## src/itoa_pkg.sv

```systemverilog
// Shared types, constants and helpers for the radix text converter.
// No dependencies; used by every module of the block.
package itoa_pkg;

  // Operand width and derived sizes
  localparam int VALUE_WIDTH = 32;
  localparam int RADIX_W     = 6;
  localparam int CHAR_W      = 7;
  localparam int ADDR_W      = $clog2(VALUE_WIDTH);
  localparam int CNT_W       = $clog2(VALUE_WIDTH + 1);
  localparam int STEP_W      = $clog2(VALUE_WIDTH);

  // Radix limits, reset value and fixed characters
  localparam logic [RADIX_W-1:0] RADIX_MIN   = RADIX_W'(2);
  localparam logic [RADIX_W-1:0] RADIX_MAX   = RADIX_W'(35);
  localparam logic [RADIX_W-1:0] RADIX_RESET = RADIX_W'(10);
  localparam logic [CHAR_W-1:0]  MINUS_CHAR  = CHAR_W'(8'h2D);
  localparam logic [CHAR_W-1:0]  ZERO_CHAR   = CHAR_W'(8'h30);
  localparam logic [CHAR_W-1:0]  ALPHA_CHAR  = CHAR_W'(8'h61);
  localparam logic [CHAR_W-1:0]  EMPTY_CHAR  = '0;

  // Sequencer states
  typedef enum logic [2:0] {
    ST_IDLE,
    ST_DIV_GO,
    ST_DIV_WAIT,
    ST_SIGN,
    ST_READ,
    ST_EMIT
  } state_t;

  // Divider result bundle
  typedef struct packed {
    logic                   done;
    logic [VALUE_WIDTH-1:0] quotient;
    logic [RADIX_W-1:0]     remainder;
  } div_res_t;

  // Map a digit value to its lowercase ASCII character
  function automatic logic [CHAR_W-1:0] digit_char(input logic [RADIX_W-1:0] d);
    logic [CHAR_W-1:0] dx;
    dx = CHAR_W'(d);
    if (d < RADIX_W'(10)) begin
      digit_char = ZERO_CHAR + dx;
    end else begin
      digit_char = ALPHA_CHAR + dx - CHAR_W'(10);
    end
  endfunction

endpackage

```

## src/itoa_div.sv

```systemverilog
// Restoring divider: one quotient bit per cycle.
// Depends on itoa_pkg.
module itoa_div (
  input  logic                                   clk,
  input  logic                                   rst_n,
  input  logic                                   div_go,
  input  logic [itoa_pkg::VALUE_WIDTH-1:0]       dividend,
  input  logic [itoa_pkg::RADIX_W-1:0]           divisor,
  output itoa_pkg::div_res_t                     res
);

  logic [itoa_pkg::VALUE_WIDTH-1:0] q_r, q_nxt;
  logic [itoa_pkg::RADIX_W-1:0]     rem_r, rem_nxt;
  logic [itoa_pkg::RADIX_W-1:0]     dvs_r;
  logic [itoa_pkg::STEP_W-1:0]      step_r;
  logic                             run_r, done_r;
  logic [itoa_pkg::RADIX_W:0]       trial;
  logic                             ge;

  // Shift in the next dividend bit and try a subtract
  always_comb begin
    trial   = {rem_r, q_r[itoa_pkg::VALUE_WIDTH-1]};
    ge      = (trial >= {1'b0, dvs_r});
    rem_nxt = ge ? itoa_pkg::RADIX_W'(trial - {1'b0, dvs_r})
                 : trial[itoa_pkg::RADIX_W-1:0];
    q_nxt   = {q_r[itoa_pkg::VALUE_WIDTH-2:0], ge};
  end

  // Control: load on go, run a fixed number of steps, pulse done
  always_ff @(posedge clk) begin
    if (!rst_n) begin
      run_r  <= 1'b0;
      done_r <= 1'b0;
      step_r <= '0;
    end else begin
      done_r <= 1'b0;
      if (div_go) begin
        run_r  <= 1'b1;
        step_r <= '0;
      end else if (run_r) begin
        step_r <= step_r + 1'b1;
        if (step_r == itoa_pkg::STEP_W'(itoa_pkg::VALUE_WIDTH - 1)) begin
          run_r  <= 1'b0;
          done_r <= 1'b1;
        end
      end
    end
  end

  // Datapath: operands and partial results
  always_ff @(posedge clk) begin
    if (div_go) begin
      q_r   <= dividend;
      rem_r <= '0;
      dvs_r <= divisor;
    end else if (run_r) begin
      q_r   <= q_nxt;
      rem_r <= rem_nxt;
    end
  end

  assign res.done      = done_r;
  assign res.quotient  = q_r;
  assign res.remainder = rem_r;

endmodule

```

## src/int_to_ascii_radix.sv

```systemverilog
// Signed integer to ASCII text in a programmable radix; uses itoa_pkg and itoa_div.
// Sequence: divide repeatedly by the radix, storing one digit per pass, then emit
//   an optional minus sign and read the digits back, most significant first.
// Throughput: one word at a time, busy throughout, set by the shared bit-serial
//   divider; an invalid radix gives one result on the next cycle without busy.
// Reset (synchronous, rst_n low): radix 10, sequencer idle, no strobe; no stalls.
module int_to_ascii_radix (
  input  logic                                    clk,
  input  logic                                    rst_n,
  input  logic                                    start,
  output logic                                    busy,
  input  logic signed [itoa_pkg::VALUE_WIDTH-1:0] in_value,
  output logic                                    out_strobe,
  output logic [itoa_pkg::CHAR_W-1:0]             out_character,
  output logic                                    out_last,
  output logic                                    out_empty_res,
  input  logic                                    cfg_we,
  input  logic [itoa_pkg::RADIX_W-1:0]            cfg_data
);

  itoa_pkg::state_t                 state_r, state_nxt;
  logic [itoa_pkg::RADIX_W-1:0]     radix_r;
  logic [itoa_pkg::VALUE_WIDTH-1:0] mag_r, mag_nxt;
  logic                             neg_r, neg_nxt;
  logic [itoa_pkg::CNT_W-1:0]       cnt_r, cnt_nxt;
  logic                             strobe_r, strobe_nxt;
  logic [itoa_pkg::CHAR_W-1:0]      char_r, char_nxt;
  logic                             last_r, last_nxt;
  logic                             empty_r, empty_nxt;
  logic                             div_go, mem_we;
  logic                             radix_ok;
  logic [itoa_pkg::VALUE_WIDTH-1:0] in_u;
  logic [itoa_pkg::ADDR_W-1:0]      rd_addr;
  logic [itoa_pkg::RADIX_W-1:0]     rd_data_r;
  logic [itoa_pkg::RADIX_W-1:0]     digit_mem [itoa_pkg::VALUE_WIDTH];
  itoa_pkg::div_res_t               div_res;

  assign radix_ok = (radix_r >= itoa_pkg::RADIX_MIN) && (radix_r <= itoa_pkg::RADIX_MAX);
  assign in_u     = in_value;
  assign rd_addr  = itoa_pkg::ADDR_W'(cnt_r - 1'b1);
  assign busy     = (state_r != itoa_pkg::ST_IDLE);

  // Shared divider
  itoa_div u_div (
    .clk      (clk),
    .rst_n    (rst_n),
    .div_go   (div_go),
    .dividend (mag_r),
    .divisor  (radix_r),
    .res      (div_res)
  );

  // Digit store: written as digits come out, read back in reverse
  always_ff @(posedge clk) begin
    if (mem_we) begin
      digit_mem[cnt_r[itoa_pkg::ADDR_W-1:0]] <= div_res.remainder;
    end
    rd_data_r <= digit_mem[rd_addr];
  end

  // Next state
  always_comb begin
    state_nxt = state_r;
    case (state_r)
      itoa_pkg::ST_IDLE: begin
        if (start && radix_ok) state_nxt = itoa_pkg::ST_DIV_GO;
      end
      itoa_pkg::ST_DIV_GO: state_nxt = itoa_pkg::ST_DIV_WAIT;
      itoa_pkg::ST_DIV_WAIT: begin
        if (div_res.done) begin
          if (div_res.quotient != '0) begin
            state_nxt = itoa_pkg::ST_DIV_GO;
          end else if (neg_r) begin
            state_nxt = itoa_pkg::ST_SIGN;
          end else begin
            state_nxt = itoa_pkg::ST_READ;
          end
        end
      end
      itoa_pkg::ST_SIGN: state_nxt = itoa_pkg::ST_READ;
      itoa_pkg::ST_READ: state_nxt = itoa_pkg::ST_EMIT;
      itoa_pkg::ST_EMIT: begin
        state_nxt = (cnt_r == itoa_pkg::CNT_W'(1)) ? itoa_pkg::ST_IDLE : itoa_pkg::ST_READ;
      end
      default: state_nxt = itoa_pkg::ST_IDLE;
    endcase
  end

  // Outputs and datapath updates
  always_comb begin
    div_go     = 1'b0;
    mem_we     = 1'b0;
    mag_nxt    = mag_r;
    neg_nxt    = neg_r;
    cnt_nxt    = cnt_r;
    strobe_nxt = 1'b0;
    char_nxt   = char_r;
    last_nxt   = last_r;
    empty_nxt  = empty_r;
    case (state_r)
      itoa_pkg::ST_IDLE: begin
        if (start) begin
          if (radix_ok) begin
            neg_nxt = in_u[itoa_pkg::VALUE_WIDTH-1];
            mag_nxt = in_u[itoa_pkg::VALUE_WIDTH-1] ? (~in_u + 1'b1) : in_u;
            cnt_nxt = '0;
          end else begin
            strobe_nxt = 1'b1;
            char_nxt   = itoa_pkg::EMPTY_CHAR;
            last_nxt   = 1'b1;
            empty_nxt  = 1'b1;
          end
        end
      end
      itoa_pkg::ST_DIV_GO: div_go = 1'b1;
      itoa_pkg::ST_DIV_WAIT: begin
        // store the digit, keep the quotient for the next pass
        if (div_res.done) begin
          mem_we  = 1'b1;
          cnt_nxt = cnt_r + 1'b1;
          mag_nxt = div_res.quotient;
        end
      end
      itoa_pkg::ST_SIGN: begin
        strobe_nxt = 1'b1;
        char_nxt   = itoa_pkg::MINUS_CHAR;
        last_nxt   = 1'b0;
        empty_nxt  = 1'b0;
      end
      itoa_pkg::ST_READ: begin
      end
      itoa_pkg::ST_EMIT: begin
        strobe_nxt = 1'b1;
        char_nxt   = itoa_pkg::digit_char(rd_data_r);
        last_nxt   = (cnt_r == itoa_pkg::CNT_W'(1));
        empty_nxt  = 1'b0;
        cnt_nxt    = cnt_r - 1'b1;
      end
      default: begin
      end
    endcase
  end

  // Control registers
  always_ff @(posedge clk) begin
    if (!rst_n) begin
      state_r  <= itoa_pkg::ST_IDLE;
      radix_r  <= itoa_pkg::RADIX_RESET;
      strobe_r <= 1'b0;
      cnt_r    <= '0;
      neg_r    <= 1'b0;
      mag_r    <= '0;
    end else begin
      state_r  <= state_nxt;
      strobe_r <= strobe_nxt;
      cnt_r    <= cnt_nxt;
      neg_r    <= neg_nxt;
      mag_r    <= mag_nxt;
      if (cfg_we) radix_r <= cfg_data;
    end
  end

  // Result word registers
  always_ff @(posedge clk) begin
    char_r  <= char_nxt;
    last_r  <= last_nxt;
    empty_r <= empty_nxt;
  end

  assign out_strobe    = strobe_r;
  assign out_character = char_r;
  assign out_last      = last_r;
  assign out_empty_res = empty_r;

endmodule

```

## config.mk

```make
export PLATFORM = sky130hd
export DESIGN_NAME = int_to_ascii_radix
export DESIGN_NICKNAME = d
export VERILOG_FILES = /design/src/itoa_pkg.sv /design/src/itoa_div.sv /design/src/int_to_ascii_radix.sv
export SDC_FILE = /design/constraint.sdc
export NUM_CORES = 1
export LEC_CHECK = 0
export BUFFER_PORTS_ARGS = -buffer_cell sky130_fd_sc_hd__buf_2
export CAP_MARGIN = 10
export CORE_MARGIN = 2
export CORE_UTILIZATION = 56
export CTS_CLUSTER_DIAMETER = 50
export DETAILED_ROUTE_END_ITERATION = 16
export PLACE_DENSITY_LB_ADDON = 0.2
export SLEW_MARGIN = 30
export SYNTH_ARGS = -nofsm -noshare
export SYNTH_HDL_FRONTEND = slang
export SYNTH_SLANG_ARGS = --single-unit
```

## constraint.sdc

```tcl
create_clock -name clk -period 2.8 [get_ports clk]
set_clock_uncertainty 0.05 [all_clocks]
set_input_delay 0.28 -clock clk [delete_from_list [all_inputs] [get_ports clk]]
set_output_delay 0.28 -clock clk [all_outputs]
set_load 0.05 [all_outputs]
```

=== Word-level counts from Yosys, hierarchy flattened ===
Memory sizes are Yosys's and may differ from the RTL's. A register that Yosys moved wholly into a read port is not among the register bits.
Index checks and enable logic that the tools add are counted.

* Output and inout bits: 11
* Bits in registers: 109
* Memory bits (writable): 192
* Memories kept: 1
* Input port bits: 42
* Word-level logic and storage cells: 100
* Bits in read-only memories: 0
* Bits in latches: 0

{| class="wikitable"
|+ Memories
! memory !! words !! bits a word !! rd ports !! clocked after memory_dff !! wr ports !! RTL line !! RTL
|-
| digit_mem || 32 || 6 || 1 || 1 || 1 || int_to_ascii_radix.sv:35 || <nowiki>logic [itoa_pkg::RADIX_W-1:0] digit_mem [itoa_pkg::VALUE_WIDTH];</nowiki>
|}

* Reductions and logical operators: 19
* Muxes and demuxes: 38
* Divide/modulo/power cells: 0
* $add $sub $neg: 8
* Magnitude comparators: 4
* $mul: 0
* Shifts and indexed selects: 0
* Eq/ne operators: 12
* Bitwise logic cells: 3

{| class="wikitable"
|+ Operator list
! cell !! count
|-
| $mux W32 || 6
|-
| $pmux W32 S2 || 1
|-
| $add A32 B1 Y32 const B || 1
|-
| $not A32 Y32 || 1
|-
| $reduce_bool A32 Y1 || 1
|-
| $mux W6 || 4
|-
| $mux W7 || 3
|-
| $pmux W7 S3 || 1
|-
| $pmux W3 S6 || 1
|-
| $pmux W6 S3 || 1
|-
| $mux W3 || 5
|-
| $mux W1 || 13
|-
| $reduce_and A3 Y1 || 3
|-
| $reduce_bool A3 Y1 || 3
|-
| $ne A2 B2 Y1 const B || 4
|-
| $reduce_and A4 Y1 || 2
|-
| $add A6 B6 Y7 const A || 1
|-
| $add A7 B6 Y7 const A || 1
|-
| $ge A7 B6 Y1 || 1
|-
| $sub A7 B4 Y7 const B || 1
|-
| $add A6 B1 Y6 const B || 1
|-
| $eq A3 B2 Y1 const B || 2
|-
| $eq A3 B3 Y1 const B || 2
|-
| $eq A6 B1 Y1 const B || 1
|-
| 18 further kinds || 24
|}

=== Depth between registers and ports, before layout ===
Gate-level depths: netlist of run 1.

* Depth after elaboration: 6
* Gate-level depth with buffers: 9
* Mapped depth without buffers: 9

=== Cells and area by module ===
Synthesis of run 1 repeated with hierarchy kept, for this count alone.

* Cells, all modules: 1,087
* Area total of the unflattened synthesis: 14,071.0 um2

{| class="wikitable"
|+ Modules (own cells, without submodules)
! module !! times used !! cells each !! area each (um2) !! seq. area each (um2)
|-
| int_to_ascii_radix || 1 || 910 || 11,667.4 || 7,136.8
|-
| itoa_div || 1 || 177 || 2,403.6 || 1,401.3
|}

=== Worst setup path before layout of run 1 ===
Ideal clock, no wire load.

* Path type: reg-to-reg
* Start point: reg cnt_r[0] in the netlist's numbering
* End point: reg rd_data_r[0] in the netlist's numbering (read register of digit_mem)
* Path slack: -0.236 ns
* Cell stages (with the launch flop): 9
* Required time: 2.629 ns
* Arrival time: 2.865 ns
* Clock period less this slack: 3.036 ns
* Library setup time: 0.121 ns
* Path buffers: 3
* Cell sequence: dfxtp_1 -> buf_2 -> buf_2 -> inv_1 -> ha_1 -> xnor2_1 -> clkbuf_1 -> mux4_2 -> mux2_2

* Longest elaborated chain between the ends: 1

{| class="wikitable"
|+ Ends and longest elaborated chain
! element !! RTL line !! RTL
|-
| from (decl) || int_to_ascii_radix.sv:25 || <nowiki>logic [itoa_pkg::CNT_W-1:0] cnt_r, cnt_nxt;</nowiki>
|-
| from (signal assigned) || int_to_ascii_radix.sv:156 || <nowiki>cnt_r <= cnt_nxt;</nowiki>
|-
| $sub A6 B1 Y6 || n/a ||
|-
| to (decl) || int_to_ascii_radix.sv:34 || <nowiki>logic [itoa_pkg::RADIX_W-1:0] rd_data_r;</nowiki>
|}

Every way passes these cells.
A chain may end at the register's enable or synchronous reset.

=== Worst setup path after layout of run 1 ===
* Start point: reg state_r[1]
* End point: reg mag_r[11] in the netlist's numbering

* Longest elaborated chain between the ends: 3
* Elaborated cells between the ends (all ways): 8
* Classes of those cells: eq/ne (4); mux (1); reduce/logical (3)

{| class="wikitable"
|+ Ends and longest elaborated chain
! element !! RTL line !! RTL
|-
| from (decl) || int_to_ascii_radix.sv:21 || <nowiki>itoa_pkg::state_t state_r, state_nxt;</nowiki>
|-
| from (signal assigned) || int_to_ascii_radix.sv:147 || <nowiki>state_r <= itoa_pkg::ST_IDLE;</nowiki>
|-
| from (signal assigned) || int_to_ascii_radix.sv:154 || <nowiki>state_r <= state_nxt;</nowiki>
|-
| $eq A3 B2 Y1 or $logic_not A3 Y1 (tied branches) || int_to_ascii_radix.sv:100 || <nowiki>case (state_r)</nowiki>
|-
| $ne A2 B1 Y1 (no line), or another cell as far along || n/a ||
|-
| $reduce_and A4 Y1 (no line) || n/a ||
|-
| to (signal assigned) || int_to_ascii_radix.sv:158 || <nowiki>mag_r <= mag_nxt;</nowiki>
|-
| to (decl) || int_to_ascii_radix.sv:23 || <nowiki>logic [itoa_pkg::VALUE_WIDTH-1:0] mag_r, mag_nxt;</nowiki>
|}

Several ways; a longest one is shown, not always the timed one.

==> flow_metrics.py, run 1 <==
metrics = {
    "synthesis": {
        "synthFlopType": "edfxtp_1",
        "postSynthRegisterBits": 307,
        "synth.cell_area_um2": 13570,
        "synthCells": 1013,
        "synth_cell_types": 59,
        "synth_edf_count": 239,
        "ys_seq_area_frac": 0.6292,
        "synthArstFlopShare": 0,
        "yosysWarnings": 0,
        "syn_avg_cell_area_um2": 13.40,
        "yosysTopAreaCell": "edfxtp_1",
        "ys_top_cells_by_area": "edfxtp_1 53%, dfxtp_1 10%, mux4_2 10%",
        "yosys.area.top_type_share": 0.5289,
        "synth_fp_nets": 1075,
    },
    "floorplan": {
        "die-height_um": 159.7,
        "ios": 53,
        "initial_core_util": 0.5747,
        "core_area_um2": 23610,
        "dieArea_um2": 25490,
        "die_w_um": 159.7,
        "rows": 56,
    },
    "timing": {
        "rsz0062_at_grt": "false",
        "finalHoldViolCount": 0,
        "setup_viol": 0,
        "finalCritPeriodShare": 0.8926,
        "worst_pin_slew_ps": 713.9,
        "max_freq_ghz": 0.4001,
        "slew_headroom": 0.5224,
        "setup-tns-final_ps": 0,
        "hold_ws_ps": 101.9,
        "period_minus_slack_ps": 2499,
        "slew_violations": 0,
        "setup_ws_ps": 300.8,
    },
    "worst_setup_path": {
        "cp_cell_sequence": "inv_1, nor3_2, a32o_1, nand2_1, o21ai_0",
        "cp_data_arrival_time_ps": 2860,
        "critical_path.slowest_cell": "dfxtp_1",
        "worstSetupEndpointType": "flip-flop",
        "critPathMaxStageDelay_ps": 530,
        "rrSetupSlack_ps": 300,
        "r2r.worst_path.cells": 5,
        "path_max_fanout": 11,
        "cp.required_ps": 3160,
        "cp-start-kind": "flip-flop",
        "crit_type": "flip-flop to flip-flop",
    },
    "power_and_ir_drop": {
        "powerDensity_nw_per_um2": 799.3,
        "ir_worst_vdd_uv": 535.5,
        "netSwitchingFraction": 0.2721,
        "p_switching_mw": 3.456,
        "power.leakage_nw": 5.670,
        "p_clk_frac": 0.352,
        "seqPwrFrac": 0.469,
        "p_int_mw": 9.245,
        "comb_power_share": 0.179,
    },
    "drt": {
        "num_vias": 8604,
        "ant_nets": 0,
        "detailedRoute.firstIterationViolations": 778,
        "remaining_drc_errors": 0,
        "wl_per_cell_um": 19.88,
        "wl_mm": 29.29,
        "viasPerCell": 5.841,
        "drt_first_pass_iters": 5,
    },
    "clock_network": {
        "clockBufferDepth": 3,
        "cts-root-buf": "clkbuf_16",
        "cts.sinks": 307,
        "cts_resized": 0,
        "numCtsBuffers": 35,
        "htreeDepth": 2,
        "worstSkewPairLatency_ps": 490,
        "cts_tree": "yes",
        "clkTransAtPathRegs_ps": 60,
    },
    "finish": {
        "finalCoreUtilization": 0.6730,
        "fin_area_um2": 15890,
        "drive_above_1_share": 0.2296,
        "n_antenna_cell": 0,
        "syn2layout_area_growth_pct": 17.09,
        "nets": 1190,
    },
    "global_routing": {
        "grt_max_degree": 48,
        "grt_first_pass_wirelength_mm": 46.79,
        "grt_overflow": 0,
        "globalRouteTotalUtil": 0.2340,
        "grt_pass1_vias": 8441,
        "antenna_found_initial": 0,
    },
    "hold_path": {
        "hold_depth": 4,
        "min_path_type": "primary input to flip-flop",
    },
    "placement": {
        "place_area_um2": 14670,
        "globalplace.congestion": 0.8086,
        "numPortBuffers": 52,
        "post-place-ws_ps": 36.85,
        "hpwl_mm": 19.47,
    },
    "run_status": {
        "status": "completed",
    },
    "flow_run": {
        "maxCapViolations": 0,
    },
}
cell usage after synthesis (5+ instances only):
library cell	number
xnor2_1	25
o31ai_1	12
clkbuf_1	42
dfxtp_1	68
o21ai_0	35
nand2_1	134
a31oi_1	6
o221ai_1	5
or4_1	5
nor3_1	18
buf_2	7
a21oi_1	42
mux2i_1	19
inv_1	18
nand4_1	5
nand3_1	30
xor2_1	18
a211o_1	6
ha_1	19
mux2_2	6
nand2b_1	8
nor2_1	91
edfxtp_1	239
o211ai_1	10
nor4_1	10
mux4_2	60
nor2b_1	10
buf_1	7
a211oi_1	9
cells in the final DEF (no fill, tap or decap), types with 6 or more instances in the layout:
| cell type | n |
|---|---|
| a211o_1 | 6 |
| a211oi_1 | 9 |
| a21oi_1 | 42 |
| a31oi_1 | 6 |
| buf_2 | 52 |
| buf_4 | 71 |
| clkbuf_1 | 7 |
| clkbuf_16 | 37 |
| dfxtp_1 | 67 |
| dlygate4sd3_1 | 6 |
| edfxtp_1 | 239 |
| ha_1 | 18 |
| inv_1 | 18 |
| mux2_2 | 6 |
| mux2i_1 | 19 |
| mux4_2 | 60 |
| nand2_1 | 134 |
| nand2b_1 | 8 |
| nand3_1 | 30 |
| nor2_1 | 91 |
| nor2b_1 | 10 |
| nor3_1 | 17 |
| nor4_1 | 10 |
| o211ai_1 | 10 |
| o21ai_0 | 34 |
| o31ai_1 | 12 |
| xnor2_1 | 24 |
| xor2_1 | 18 |
cells by family (layout without fill, tap and decap cells):
group | count (synthesis) | after routing | synth area share
AOI/OAI and AO/OA | 153 | 153 | 0.07478
xor gates and xnor gates | 43 | 43 | 0.02775
adders and majority gates | 20 | 20 | 0.01899
buffers and inverters | 76 | 217 | 0.02167
DFF | 307 | 307 | 0.6292
muxes | 85 | 85 | 0.1186
and+or+nand+nor | 329 | 329 | 0.1091
state kept, by name, indices dropped and copies added, names as in the netlist, 5 cells and up:
| signal | cells |
|---|---|
| cnt_r | 6 |
| rd_data_r | 6 |
| u_div.step_r | 5 |
| u_div.q_r | 32 |
| out_character | 7 |
| digit_mem | 192 |
| radix_r | 6 |
| u_div.dvs_r | 6 |
| u_div.rem_r | 6 |
| mag_r | 32 |
routing by layer:
| layer | up-vias | share of wire | global-route usage |
|---|---|---|---|
| li1 | 4057 | - | - |
| met2 | 279 | 0.45 | 0.3479 |
| met5 | - | 0 | 0 |
| met4 | 0 | 0.028 | 0.07603 |
| met3 | 60 | 0.070 | 0.04831 |
| met1 | 4208 | 0.45 | 0.3490 |
per-stage QoR:
stage          power (mW)  std cells
3_5_place_dp        8.300       1404
3_3_place_gp        8.234       1404
6_report            12.70       1473
4_1_cts             12.78       1473
5_1_grt             13.24       1473
2_1_floorplan       7.486       1013
power by group through the flow:
stage,Clock [mW],Sequential (mW),Combinational [mW]
after floorplan,0,6.18,1.30
after global placement,0,6.04,2.20
after detailed placement,0,6.04,2.26
after CTS,4.54,5.95,2.28
after global routing,4.72,6.00,2.53
final,4.47,5.96,2.27
cell type report:
type	instances	area [um^2]
Clock buffer	49	1021
Clock inverter	14	138.9
Fill cell	1694	7722
Inverter	20	75.07
Multi-Input combinational cell	630	4761
Sequential cell	307	8542
Tap cell	319	399.1
Timing Repair Buffer	134	953.4
repair_timing:
action / CTS / global route
endpoints found under the hold margin: 6 / 0
hold buffers: 6 / 0
buffers inserted: 0 / 0
worst max-delay path, delay by kind of cell, from the launching register on:
kind	cells	cell delay [ps]
AOI/OAI and AO/OA	2	780
and+or+nand+nor	2	850
DFF	1	530
buffers and inverters	1	210
worst paths after layout:
check	start	end
worst min register to register	radix_r[0]$_SDFFE_PN0P_	u_div.dvs_r[0]$_DFFE_PP_
worst max register to register	state_r[1]$_SDFFE_PN0P_	mag_r[11]$_SDFFE_PN0P_
worst max-delay path	state_r[1]$_SDFFE_PN0P_	mag_r[11]$_SDFFE_PN0P_
worst min-delay path	in_value[30]	mag_r[30]$_SDFFE_PN0P_
No activity file was read; power rests on OpenSTA's default activity.
==> run 2: changes to the inputs <==
Settings changed: CORE_UTILIZATION 56 to 66.
Clock period 2.8 ns to 2.9 ns, I/O delays scaled along.
==> flow_metrics.py, run 2 (synthesized netlist as in run 1, its figures left out) <==
metrics = {
    "run_status": {
        "status": "completed",
    },
    "floorplan": {
        "die_w_um": 147.4,
        "die-height_um": 147.4,
        "initial_core_util": 0.6707,
        "rows": 52,
        "ios": 53,
        "dieArea_um2": 21720,
        "core_area_um2": 20230,
    },
    "flow_run": {
        "maxCapViolations": 0,
    },
    "timing": {
        "max_freq_ghz": 0.3800,
        "setup_viol": 0,
        "slew_headroom": 0.4926,
        "hold_ws_ps": 36.24,
        "period_minus_slack_ps": 2632,
        "setup-tns-final_ps": 0,
        "rsz0062_at_grt": "false",
        "finalHoldViolCount": 0,
        "worst_pin_slew_ps": 756.0,
        "finalCritPeriodShare": 0.9074,
        "slew_violations": 0,
    },
    "drt": {
        "viasPerCell": 6.376,
        "ant_nets": 0,
        "detailedRoute.firstIterationViolations": 1065,
        "wl_mm": 31.28,
        "num_vias": 8946,
        "drt_first_pass_iters": 5,
        "wl_per_cell_um": 22.29,
        "remaining_drc_errors": 0,
    },
    "finish": {
        "nets": 1171,
        "fin_cells": 1403,
        "filler_cell_count": 1183,
        "syn2layout_area_growth_pct": 14.62,
        "n_antenna_cell": 0,
        "final_common_cell": "edfxtp_1",
        "largest_register_ffs": 192,
        "layout_common_cells": "239 x edfxtp_1, 134 x nand2_1, 91 x nor2_1, 67 x dfxtp_1, 60 x mux4_2",
        "drive_above_1_share": 0.2154,
        "fin_area_um2": 15550,
    },
    "clock_network": {
        "clkTransAtPathRegs_ps": 60,
        "cts.sinks": 307,
        "htreeDepth": 1,
        "cts-root-buf": "clkbuf_16",
        "cts_resized": 0,
        "worstSkewPairLatency_ps": 570,
        "cts_tree": "yes",
        "clockBufferDepth": 3,
        "numCtsBuffers": 31,
    },
    "placement": {
        "hpwl_mm": 19.37,
        "globalplace.congestion": 0.8482,
        "place_area_um2": 14460,
        "numPortBuffers": 52,
        "dp.cells": 1340,
    },
    "worst_setup_path": {
        "crit_type": "flip-flop to flip-flop",
        "cp.required_ps": 3120,
        "worstSetupEndpointType": "flip-flop",
        "critical_path.slowest_cell": "nand3_1",
        "path_max_fanout": 11,
        "cp_cell_sequence": "inv_1, nor3_2, nand3_1, nor2_1, buf_4",
        "critPathMaxStageDelay_ps": 600,
        "cp-start-kind": "flip-flop",
        "cp_data_arrival_time_ps": 2850,
    },
    "power_and_ir_drop": {
        "ir_worst_vdd_uv": 808.4,
        "powerDensity_nw_per_um2": 772.4,
        "power.leakage_nw": 5.520,
    },
    "hold_path": {
        "min_path_type": "primary input to flip-flop",
    },
    "global_routing": {
        "grt_max_degree": 56,
        "antenna_found_initial": 0,
        "grt_first_pass_wirelength_mm": 49.65,
        "globalRouteTotalUtil": 0.2953,
        "grt_overflow": 0,
        "grt_pass1_vias": 8938,
    },
}
run 2: cell types whose count changed in the layout (fill, tap and decap cells not counted), sizes merged:
cell / change
clkinv: +1
bufinv: +3
clkinvlp: +1
clkbuf: -11
buf: -15
run 2: area by class of cell:
| cell class | instances | area (um^2) | area share |
|---|---|---|---|
| flip-flops and latches | 307 | 8542 | 0.5491 |
| clock inverters | 19 | 234.0 | 0.01504 |
| repair buffers | 119 | 803.3 | 0.05164 |
| inverters | 20 | 75.07 | 0.004826 |
| clock buffers | 38 | 802.0 | 0.05156 |
| well taps | 270 | 337.8 | 0.02172 |
| multi-input cells | 630 | 4761 | 0.3061 |
run 2: worst paths after layout:
kind	startpoint	endpoint	slack (ps)	cells after the start
setup / recovery	state_r[1]$_SDFFE_PN0P_	digit_mem[28][1]$_DFFE_PP_	270	5
hold / removal	in_value[0]	mag_r[0]$_SDFFE_PN0P_	40	3
setup reg to reg	state_r[1]$_SDFFE_PN0P_	digit_mem[28][1]$_DFFE_PP_	270	5
hold reg to reg	radix_r[0]$_SDFFE_PN0P_	u_div.dvs_r[0]$_DFFE_PP_	400	0
run 2: worst max-delay path, delay by kind of cell, from the launching register on:
kind,cells,cell delay [ps]
buffers and inverters,2,410
flip-flops,1,510
AND/OR/NAND/NOR,3,1360
run 2: what timing repair did:
| action | CTS | global route |
|---|---|---|
| endpoints found under the hold margin | 6 | 0 |
| buffers inserted | 0 | 0 |
| hold buffers | 6 | 0 |
run 2: layer usage:
metal	track usage	vias up	share of wire
met5	0	-	0
met4	0.08221	0	0.026
met3	0.04568	72	0.087
met2	0.4953	467	0.49
met1	0.4110	4379	0.39
li1	-	4028	-
run 2: through the flow:
step / util / power (mW) / worst slack (ps)
6_report: 0.7687 / 12.01 / 268.5
5_1_grt: 0.7687 / 12.43 / 210.8
4_1_cts: 0.7687 / 12.02 / 365.7
3_5_place_dp: 0.7146 / 7.980 / 155.1
3_3_place_gp: 0.7146 / 7.877 / 187.5
2_1_floorplan: - / 7.227 / 93.79
run 2: report_power, final:
| group | total, mW | switching (mW) | leakage, nW | internal (mW) |
|---|---|---|---|---|
| Sequential | 5.77 | 0.262 | 2.76 | 5.51 |
| Clock | 4.06 | 1.65 | 0.503 | 2.41 |
| Combinational | 2.19 | 1.45 | 2.26 | 0.739 |
| Total | 12.0 | 3.36 | 5.52 | 8.66 |
